File: src/rtl/upd_pkg.sv
// ----------------------------------------------------------------------------
// upd_pkg
// Types, character codes and helpers shared by the url percent decoder.
// ----------------------------------------------------------------------------
package upd_pkg;

    localparam int unsigned MAX_BUFFER_DEFAULT = 256;
    localparam int unsigned MAX_LEN_W          = 9;
    localparam logic [MAX_LEN_W-1:0] MAX_LENGTH_RESET = 9'd64;

    localparam logic [7:0] CHAR_PLUS    = 8'h2B;
    localparam logic [7:0] CHAR_PERCENT = 8'h25;
    localparam logic [7:0] CHAR_SPACE   = 8'h20;
    localparam logic [7:0] CHAR_DEL     = 8'h7F;
    localparam logic [7:0] CHAR_FIRST_PRINT = 8'h20;

    typedef struct packed {
        logic [7:0] char_byte;
        logic       end_of_string;
    } upd_in_t;

    typedef struct packed {
        logic [7:0] out_byte;
        logic       byte_valid;
        logic       done_res;
        logic       status;
    } upd_out_t;

    // {ok, nibble}
    function automatic logic [4:0] hex_nibble(input logic [7:0] c);
        logic [4:0] r;
        r = '0;
        if (c inside {[8'h30:8'h39]}) begin
            r = {1'b1, 4'(c - 8'h30)};
        end else if (c inside {[8'h61:8'h66]}) begin
            r = {1'b1, 4'(c - 8'h57)};
        end else if (c inside {[8'h41:8'h46]}) begin
            r = {1'b1, 4'(c - 8'h37)};
        end
        return r;
    endfunction

endpackage

File: src/rtl/upd_core.sv
// ----------------------------------------------------------------------------
// upd_core
// Decoder state machine: escape tracking, byte checks and output limit.
// ----------------------------------------------------------------------------
module upd_core #(
    parameter int unsigned MAX_BUFFER = upd_pkg::MAX_BUFFER_DEFAULT
) (
    input  logic                          aclk,
    input  logic                          aresetn,
    input  logic                          step,
    input  upd_pkg::upd_in_t              item,
    input  logic [upd_pkg::MAX_LEN_W-1:0] max_length,
    output logic                          res_valid,
    output upd_pkg::upd_out_t             res
);
    import upd_pkg::*;

    localparam int unsigned CNT_W = $clog2(MAX_BUFFER);
    localparam int unsigned CMP_W = (CNT_W + 1 > MAX_LEN_W) ? CNT_W + 1 : MAX_LEN_W;

    typedef enum logic [1:0] {
        PH_NORMAL,
        PH_HEX1,
        PH_HEX2,
        PH_ERROR
    } phase_t;

    phase_t           phase_reg, phase_next;
    logic [3:0]       nib_reg, nib_next;
    logic [CNT_W-1:0] cnt_reg, cnt_next;

    logic [CMP_W-1:0] limit;
    logic [CMP_W-1:0] cnt_plus;
    logic [4:0]       hex;
    logic [7:0]       cand;
    logic             cand_en;
    logic             refuse;

    always_comb begin
        if (CMP_W'(max_length) > CMP_W'(MAX_BUFFER)) begin
            limit = CMP_W'(MAX_BUFFER);
        end else begin
            limit = CMP_W'(max_length);
        end
    end

    assign cnt_plus = CMP_W'(cnt_reg) + CMP_W'(1);
    assign hex      = hex_nibble(item.char_byte);

    // byte that would be produced this item, if any
    always_comb begin
        cand    = item.char_byte;
        cand_en = 1'b0;
        case (phase_reg)
            PH_NORMAL: begin
                cand_en = (item.char_byte != CHAR_PERCENT);
                if (item.char_byte == CHAR_PLUS) begin
                    cand = CHAR_SPACE;
                end
            end
            PH_HEX2: begin
                cand    = {nib_reg, hex[3:0]};
                cand_en = hex[4];
            end
            default: begin
                cand_en = 1'b0;
            end
        endcase
    end

    assign refuse = (cand < CHAR_FIRST_PRINT) || (cand == CHAR_DEL) || (cnt_plus >= limit);

    always_comb begin
        phase_next     = phase_reg;
        nib_next       = nib_reg;
        cnt_next       = cnt_reg;
        res_valid      = 1'b0;
        res.out_byte   = '0;
        res.byte_valid = 1'b0;
        res.done_res   = 1'b0;
        res.status     = 1'b0;
        if (item.end_of_string) begin
            res_valid    = 1'b1;
            res.done_res = 1'b1;
            res.status   = !((phase_reg == PH_NORMAL) && (cnt_reg != '0));
            phase_next   = PH_NORMAL;
            nib_next     = '0;
            cnt_next     = '0;
        end else begin
            case (phase_reg)
                PH_NORMAL: begin
                    if (!cand_en) begin
                        phase_next = PH_HEX1;
                    end
                end
                PH_HEX1: begin
                    if (hex[4]) begin
                        nib_next   = hex[3:0];
                        phase_next = PH_HEX2;
                    end else begin
                        phase_next = PH_ERROR;
                    end
                end
                PH_HEX2: begin
                    if (!hex[4]) begin
                        phase_next = PH_ERROR;
                    end
                end
                default: begin
                    phase_next = PH_ERROR;
                end
            endcase
            if (cand_en) begin
                if (refuse) begin
                    phase_next = PH_ERROR;
                end else begin
                    phase_next     = PH_NORMAL;
                    cnt_next       = cnt_plus[CNT_W-1:0];
                    res_valid      = 1'b1;
                    res.out_byte   = cand;
                    res.byte_valid = 1'b1;
                end
            end
        end
    end

    always_ff @(posedge aclk) begin
        if (!aresetn) begin
            phase_reg <= PH_NORMAL;
            nib_reg   <= '0;
            cnt_reg   <= '0;
        end else if (step) begin
            phase_reg <= phase_next;
            nib_reg   <= nib_next;
            cnt_reg   <= cnt_next;
        end
    end

endmodule

File: src/rtl/url_percent_decoder.sv
// ----------------------------------------------------------------------------
// url_percent_decoder
// Pipeline: two registers, input reg and result reg, around the decoder logic.
// Throughput: one character item per cycle unless m_ready stalls; the decoder
// state updates once per item in one pass of logic between the two registers.
// Reset: synchronous active-low aresetn clears the valid flags of both stages,
// the decoder state, and sets max_length to 64.
// ----------------------------------------------------------------------------
module url_percent_decoder #(
    parameter int unsigned MAX_BUFFER = upd_pkg::MAX_BUFFER_DEFAULT
) (
    input  logic                          aclk,
    input  logic                          aresetn,
    input  logic                          s_valid,
    output logic                          s_ready,
    input  upd_pkg::upd_in_t              s_data,
    output logic                          m_valid,
    input  logic                          m_ready,
    output upd_pkg::upd_out_t             m_data,
    input  logic                          cfg_valid,
    output logic                          cfg_ready,
    input  logic [upd_pkg::MAX_LEN_W-1:0] cfg_data
);
    import upd_pkg::*;

    logic                 in_valid_reg;
    upd_in_t              in_data_reg;
    logic                 m_valid_reg;
    upd_out_t             m_data_reg;
    logic [MAX_LEN_W-1:0] max_length_reg;

    logic     advance;
    logic     res_valid;
    upd_out_t res;

    assign advance   = in_valid_reg && (!m_valid_reg || m_ready);
    assign s_ready   = !in_valid_reg || advance;
    assign cfg_ready = 1'b1;
    assign m_valid   = m_valid_reg;
    assign m_data    = m_data_reg;

    upd_core #(
        .MAX_BUFFER (MAX_BUFFER)
    ) u_core (
        .aclk       (aclk),
        .aresetn    (aresetn),
        .step       (advance),
        .item       (in_data_reg),
        .max_length (max_length_reg),
        .res_valid  (res_valid),
        .res        (res)
    );

    always_ff @(posedge aclk) begin
        if (!aresetn) begin
            in_valid_reg   <= 1'b0;
            m_valid_reg    <= 1'b0;
            max_length_reg <= MAX_LENGTH_RESET;
        end else begin
            if (s_ready) begin
                in_valid_reg <= s_valid;
            end
            if (!m_valid_reg || m_ready) begin
                m_valid_reg <= advance && res_valid;
            end
            if (cfg_valid) begin
                max_length_reg <= cfg_data;
            end
        end
    end

    always_ff @(posedge aclk) begin
        if (s_ready && s_valid) begin
            in_data_reg <= s_data;
        end
        if (advance && res_valid) begin
            m_data_reg <= res;
        end
    end

endmodule
File: config.mk
export PLATFORM = sky130hd
export DESIGN_NAME = url_percent_decoder
export DESIGN_NICKNAME = d
export VERILOG_FILES = /design/src/rtl/upd_pkg.sv /design/src/rtl/upd_core.sv /design/src/rtl/url_percent_decoder.sv
export SDC_FILE = /design/constraint.sdc
export NUM_CORES = 1
export LEC_CHECK = 0
export ABC_AREA = 1
export BUFFER_PORTS_ARGS = -buffer_cell sky130_fd_sc_hd__buf_2
export CORE_ASPECT_RATIO = 0.7
export CORE_MARGIN = 1
export CORE_UTILIZATION = 30
export DETAILED_ROUTE_END_ITERATION = 12
export GPL_TIMING_DRIVEN = 0
export PLACE_DENSITY_LB_ADDON = 0.12
export SLEW_MARGIN = 20
export SYNTH_ARGS = -nofsm -noshare
export SYNTH_HDL_FRONTEND = slang
export SYNTH_SLANG_ARGS = --single-unit
File: constraint.sdc
create_clock -name aclk -period 3.8 [get_ports aclk]
set_input_delay 0.38 -clock aclk [delete_from_list [all_inputs] [get_ports aclk]]
set_output_delay 0.38 -clock aclk [all_outputs]
set_load 0.01 [all_outputs]
==> flow_metrics.env, run 1 <==
export IMPL_gr_usage_met1=0.224
export IMPL_critPathLaunchType="flip-flop"
export IMPL_dp_cells=487
export IMPL_fmax_mhz=312
export IMPL_r2r_setup_slack_ns=0.60
export IMPL_mostFrequentLayoutCell="nand2_1"
export IMPL_arrival_ns=3.14
export IMPL_grt_pass1_wl_um=10100
export IMPL_finalSetupViolations=0
export IMPL_ctsHoldBuffers=0
export IMPL_crit_top_cell="nand2_1"
export IMPL_synth_compound_area_frac=0.112
export IMPL_grtUsageMet3=0.0362
export IMPL_cts_buffers=5
export IMPL_netlist_instances=332
export IMPL_synth_top_family_by_area="simple AND/OR/NAND/NOR gates"
export IMPL_wl_per_cell_um=12.3
export IMPL_post_cts_setup_buffers=0
export IMPL_routed_wl_um=6070
export IMPL_rsz0062_at_grt="no"
export IMPL_fin_tns_setup_ns=0
export IMPL_instances_no_fill=495
export IMPL_cts_resized=0
export IMPL_die_area_um2=9190
export IMPL_cp_end_kind="flip-flop"
export IMPL_place_congestion=0.767
export IMPL_path_max_fanout=11
export IMPL_yosysWarnings=0
export IMPL_worstPathCellList="ha_1, nand3_1, nor3b_1, xor2_1, inv_1, ha_1, a21oi_1, nand2_1, nand2_1, nand2_1, nand2_1, nor2b_2, o21ai_4, nand2_2, nand2_4, inv_1"
export IMPL_ys_types=36
export IMPL_final_layout_size_suffix_gt1_frac=0.219
export IMPL_mostFrequentLayoutCells="nand2_1 (66), inv_1 (38), buf_2 (35)"
export IMPL_syn_cell_area_um2=2640
export IMPL_overflow=0
export IMPL_drt_vias_per_instance=4.48
export IMPL_io_pin_count=37
export IMPL_synthAdderAreaFrac=0.0710
export IMPL_antenna_found_initial=0
export IMPL_synth_mux_area_frac=0
export IMPL_yosys_register_bits=45
export IMPL_finalHoldViolations=0
export IMPL_criticalPathCategory="reg -> reg"
export IMPL_synth_seq_area_share=0.417
export IMPL_vias=2217
export IMPL_largest_register_ffs=11
export IMPL_drc=0
export IMPL_areaGrowthSynthToFinish_pct=18.6
export IMPL_clk_path_buf_depth=2
export IMPL_syn_avg_cell_area_um2=7.96
export IMPL_grt_use_total=0.145
export IMPL_max_slew_margin=0.513
export IMPL_regArea_um2=1100
export IMPL_hpwl_um=4760
export IMPL_ant_nets=0
export IMPL_cts_root_buf="clkbuf_16"
export IMPL_finalCritPeriodShare=0.842
export IMPL_chipWidth_um=114
export IMPL_yosys_area_share_simple=0.297
export IMPL_drtPass1Iterations=4
export IMPL_setup_ws_ns=0.600
export IMPL_coreArea_um2=8510
export IMPL_outcome="complete, no violations"
export IMPL_ys_flop_type="dfxtp_1"
export IMPL_cts_sinks=45
export IMPL_grt_max_degree=16
export IMPL_fill_cells=906
export IMPL_multi_input_area_um2=1320
export IMPL_rows=28
export IMPL_io_buffers=35
export IMPL_cts_htree_levels=2
export IMPL_insertion_delay_ns=0.29
export IMPL_syn_num_nets=370
export IMPL_cts_tree="yes"
export IMPL_power_leakage_nw=1.39
export IMPL_clk_pin_slew_worst_paths_ns=0.07
export IMPL_die_h_um=80.5
export IMPL_post_route_util=0.368
export IMPL_post_route_min_period_ns=3.20
export IMPL_worstPathRequired_ns=3.74
export IMPL_synth_edff_count=20
export IMPL_nNetsFinal=412
export IMPL_max_stage_delay_ns=0.40
export IMPL_peakVddDrop_mv=0.190
export IMPL_cp_slowest_cell="dfxtp_1"
export IMPL_finClkSkew_ns=0.00717
export IMPL_finalMaxSlewViolations=0
export IMPL_drv_cap=0
export IMPL_antenna_cells=0
export IMPL_power_density_nw_per_um2=387
export IMPL_gr_max_usage_layer="met1"
export IMPL_grt_pass1_vias=2061
export IMPL_initial_core_util=0.310
export IMPL_async_reset_ff_frac=0
export IMPL_worst_slew_pin_slew_ns=0.730
export IMPL_synth_xor_area_frac=0.0199
export IMPL_drt_iter0_drc=99
export IMPL_use_met2=0.193
export IMPL_place_ws_ns=0.629
export IMPL_hold_class="in -> reg"
## cells by family after synthesis
group                    after synthesis
AND/OR/NAND/NOR                      163
buffers and inverters                 55
AO/OA/AOI/OAI                         47
flip-flops                            45
adder cells (fa/ha/maj)               15
XOR/XNOR                               6
other                                  1
## final cells by class
type,instances,area share
clock inverter,2,0.00479
multi-input combinational,232,0.423
buffer,7,0.0120
tap,120,0.0479
clock buffer,6,0.0479
inverter,48,0.0575
sequential,45,0.351
timing repair buffer,35,0.0559
## cell usage after synthesis, types with 2 or more instances
cell type / n / area [µm²]
a211oi_1: 4 / 30.0
xor2_1: 6 / 52.6
o21ai_0: 11 / 55.1
dfxtp_1: 25 / 500
nand2_2: 10 / 62.6
nor4_1: 3 / 18.8
nand3_1: 28 / 140
a21oi_1: 15 / 75.1
ha_1: 15 / 188
a21oi_2: 7 / 61.3
nor2_1: 31 / 116
edfxtp_1: 20 / 601
clkinv_1: 4 / 15.0
nor2_2: 3 / 18.8
nand2_4: 2 / 22.5
inv_2: 6 / 22.5
nand4_1: 10 / 62.6
clkbuf_1: 4 / 15.0
a31oi_1: 4 / 25.0
nand3_2: 2 / 20.0
nor2_4: 3 / 33.8
nand2_1: 66 / 248
inv_1: 38 / 143
o21ai_1: 3 / 15.0
## through the flow
stage,total power [mW],hold slack (ns),cell area [µm²]
floorplan,0.686,0.431,2640
global route,1.27,0.253,3130
finish,1.21,0.265,3130
detailed placement,0.744,0.445,2970
global placement,0.743,0.444,2970
CTS,1.22,0.259,3130
## critical path: cells and delay by family, from the launching register on
kind	cells	cell delay (ns)
buf+inv	2	0.41
flops	1	0.40
compound gates	2	0.24
simple gates	9	1.07
fa+ha+maj	2	0.51
xor+xnor	1	0.18
## power breakdown
part / internal [mW] / switching (mW) / total (mW) / leakage [nW]
sequential: 0.535 / 0.0190 / 0.554 / 0.398
combinational: 0.0626 / 0.118 / 0.180 / 0.909
clock: 0.285 / 0.192 / 0.477 / 0.0825
total: 0.883 / 0.329 / 1.21 / 1.39
## final timing paths
path	start	end	depth (start not counted)
setup / recovery	u_core.cnt_reg[1]$_SDFFE_PN0P_	m_data[2]$_SDFFCE_PP0P_	16
setup reg to reg	u_core.cnt_reg[1]$_SDFFE_PN0P_	m_data[2]$_SDFFCE_PP0P_	16
hold / removal	s_data[0]	in_data_reg[0]$_DFFE_PP_	1
hold reg to reg	u_core.nib_reg[2]$_SDFFE_PN0P_	u_core.nib_reg[2]$_SDFFE_PN0P_	2
## metal layers
metal | vias to the layer above | share of wire
li1 | 1184 | -
met1 | 973 | 0.60
met2 | 53 | 0.33
met3 | 7 | 0.056
met4 | 0 | 0.011
met5 | - | 0
Note: power is estimated with default switching activity, not from simulation.
==> run 2, diff against run 1 <==
- ABC_AREA: 1 -> 0
- clock period: 3.8 -> 3.1 ns (I/O delays scaled with it)
==> run 2 against run 1 <==
Against the previous run: register-to-register slack worse by 0.55 ns; global-route usage rose by 0.83 points; routed wire length rose by 15%; total power is 21% higher; clock power is 9.2% higher; worst setup slack got worse by 0.55 ns; cell count fell by 7.5%.
==> flow_metrics.env, run 2 <==
export IMPL_outcome="complete, no violations"
export IMPL_antenna_found_initial=0
export IMPL_arrival_ns=3.22
export IMPL_drtPass1Iterations=4
export IMPL_yosys_register_bits=45
export IMPL_finClkSkew_ns=0.00561
export IMPL_worstPathCellList="ha_4, and3_4, xnor2_1, ha_1, a21o_1, a21o_1, a221oi_2, o2111ai_2, a311oi_4, buf_6, nand3_4, buf_8, o41ai_2"
export IMPL_worst_slew_pin_slew_ns=0.656
export IMPL_largest_register_ffs=11
export IMPL_ys_flop_type="dfxtp_1"
export IMPL_crit_end="u_core.cnt_reg[0]$_SDFFE_PN0P_"
export IMPL_drt_iter0_drc=130
export IMPL_grt_pass1_vias=2026
export IMPL_critPathLaunchType="flip-flop"
export IMPL_synth_area_leaders="edfxtp_1 (22%), dfxtp_1 (19%), ha_1 (7.0%), mux2i_1 (4.9%), nor2_1 (3.9%)"
export IMPL_vias=2306
export IMPL_r2r_cells=13
export IMPL_async_reset_ff_frac=0
export IMPL_cts_htree_levels=2
export IMPL_clk_path_buf_depth=2
export IMPL_drv_cap=0
export IMPL_power_density_nw_per_um2=429
export IMPL_max_slew_margin=0.562
export IMPL_mostFrequentLayoutCell="buf_2"
export IMPL_grt_max_degree=14
export IMPL_rsz0062_at_grt="yes"
export IMPL_synth_common_cells="nor2_1 (28), nand2_1 (27), dfxtp_1 (25), edfxtp_1 (20), ha_1 (15)"
export IMPL_insertion_delay_ns=0.29
export IMPL_fmax_mhz=328
export IMPL_coreArea_um2=8550
export IMPL_max_stage_delay_ns=0.37
export IMPL_finalCritPeriodShare=0.983
export IMPL_path_max_fanout=5
export IMPL_synth_top_area_cell="edfxtp_1"
export IMPL_finalSetupViolations=0
export IMPL_r2r_end="u_core.cnt_reg[0]$_SDFFE_PN0P_"
export IMPL_power_leakage_nw=1.36
export IMPL_die_area_um2=9330
export IMPL_instances_no_fill=458
export IMPL_wl_per_cell_um=15.3
export IMPL_fin_tns_setup_ns=0
export IMPL_post_route_min_period_ns=3.05
export IMPL_holdWs_ns=0.196
export IMPL_hpwl_um=5060
export IMPL_drc=0
export IMPL_grt_use_total=0.153
export IMPL_place_congestion=0.817
export IMPL_critPathTopFamily="compound AO/OA/AOI/OAI gates"
export IMPL_ant_nets=0
export IMPL_hold_class="in -> reg"
export IMPL_netlist_instances=284
export IMPL_report_power_total_mw=1.47
export IMPL_final_layout_size_suffix_gt1_frac=0.251
export IMPL_ctsHoldBuffers=0
export IMPL_crit_buf_inv=2
export IMPL_syn_avg_cell_area_um2=9.44
export IMPL_mostFrequentLayoutCells="buf_2 (35), nand2_1 (27), nor2_1 (27)"
export IMPL_initial_core_util=0.314
export IMPL_finalMaxSlewViolations=0
export IMPL_path_depth=13
export IMPL_finalHoldViolations=0
export IMPL_crit_top_cell="a21o_1"
export IMPL_cts_sinks=45
export IMPL_r2r_setup_slack_ns=0.05
export IMPL_io_pin_count=37
export IMPL_overflow=0
export IMPL_syn_num_nets=322
export IMPL_synth_edff_count=20
export IMPL_yosysWarnings=0
export IMPL_cp_slowest_cell="dfxtp_4"
export IMPL_antenna_cells=0
export IMPL_clk_pin_slew_worst_paths_ns=0.06
export IMPL_nNetsFinal=375
export IMPL_cts_buffers=5
export IMPL_die_h_um=81.1
export IMPL_syn_cell_area_um2=2680
export IMPL_routed_wl_um=6990
export IMPL_rows=28
export IMPL_critPathLaunch="u_core.cnt_reg[0]$_SDFFE_PN0P_"
export IMPL_synth_seq_area_share=0.411
export IMPL_criticalPathCategory="reg -> reg"
export IMPL_chipWidth_um=115
export IMPL_grt_pass1_wl_um=10800
export IMPL_drt_vias_per_instance=5.03
export IMPL_yosysTopAreaCellShare=0.224
export IMPL_cts_root_buf="clkbuf_16"
export IMPL_ys_types=58
export IMPL_worstPathRequired_ns=3.27
export IMPL_cp_end_kind="flip-flop"
export IMPL_cts_tree="yes"
export IMPL_areaGrowthSynthToFinish_pct=27.7
export IMPL_dp_cells=437
export IMPL_peakVddDrop_mv=0.197
export IMPL_reg2reg_from="u_core.cnt_reg[0]$_SDFFE_PN0P_"
export IMPL_synth_most_common_cell="nor2_1"
export IMPL_io_buffers=33
## run 2: cell types whose count changed in the layout (fill, tap and decap cells not counted), sizes merged, moves of 7 or more
cell	delta
a21oi	-8
a311o	+8
buf	+13
inv	-32
mux2i	+13
nand2	-50
nand3	-16
nor2	-9
nor2b	+7
o21ai	-10
## run 2: what timing repair did
item,in CTS,in global routing
gates resized for setup,10,13
setup endpoints to repair,29,30
setup buffers,6,7
gates cloned,0,1
pin swaps,7,1
## run 2: where the power goes
group / leakage [nW] / switching [mW] / internal [mW]
clock network: 0.0641 / 0.222 / 0.300
registers: 0.398 / 0.0232 / 0.652
logic: 0.894 / 0.154 / 0.120
total: 1.36 / 0.399 / 1.07
## run 2: how the worst min path moves through the flow
stage / startpoint / endpoint / slack [ns] / cells after the start
after floorplan: s_data[0] / in_data_reg[0]$_DFFE_PP_ / 0.41 / 0
after global placement: max_length_reg[6]$_SDFFE_PN1P_ / max_length_reg[6]$_SDFFE_PN1P_ / 0.46 / 2
after detailed placement: max_length_reg[6]$_SDFFE_PN1P_ / max_length_reg[6]$_SDFFE_PN1P_ / 0.47 / 2
after CTS: s_data[7] / in_data_reg[7]$_DFFE_PP_ / 0.20 / 1
after global routing: s_data[1] / in_data_reg[1]$_DFFE_PP_ / 0.19 / 1
final: s_data[3] / in_data_reg[3]$_DFFE_PP_ / 0.20 / 1
## run 2: area by class of cell
| cell class | count | area [µm²] |
|---|---|---|
| fillers | 889 | 5120 |
| multi-input cells | 210 | 1590 |
| flip-flops and latches | 45 | 1110 |
| repair buffers | 46 | 297 |
| well taps | 120 | 150 |
| clock buffers | 7 | 133 |
| plain buffers | 14 | 88.8 |
| inverters | 15 | 56.3 |
| clock inverters | 1 | 7.51 |
## run 2: worst reg2reg max path, stage by stage (launching register included)
cell	delay, ns
dfxtp_4	0.37
ha_4	0.18
and3_4	0.18
xnor2_1	0.16
ha_1	0.27
a21o_1	0.16
a21o_1	0.17
a221oi_2	0.30
o2111ai_2	0.17
a311oi_4	0.30
buf_6	0.16
nand3_4	0.11
buf_8	0.17
o41ai_2	0.23
## run 2: per-layer routing
layer  vias to the layer above  wire [µm]  track usage
met1                      1087       3950        0.248
met4                         0         59       0.0403
met2                        62       2530        0.190
met5                         -          0            0
met3                         6        445       0.0381
li1                       1151          -            -
## run 2: through the flow
stage	area (µm²)	worst slack, ns	utilization
2_1_floorplan	2730	0.0153	-
3_3_place_gp	3050	-0.468	0.356
3_5_place_dp	3050	-0.478	0.356
4_1_cts	3280	0.00235	0.384
5_1_grt	3420	-0.0734	0.400
6_report	3420	0.0538	0.400
## run 2: kinds of logic after synthesis
kind of cell / after synthesis / synth area share
AO/OA/AOI/OAI: 57 / 0.171
XOR/XNOR: 8 / 0.0261
adder cells (fa/ha/maj): 15 / 0.0700
buffers and inverters: 29 / 0.0495
flip-flops: 45 / 0.411
multiplexers: 13 / 0.0485
other: 1 / 0.00140
AND/OR/NAND/NOR: 116 / 0.223
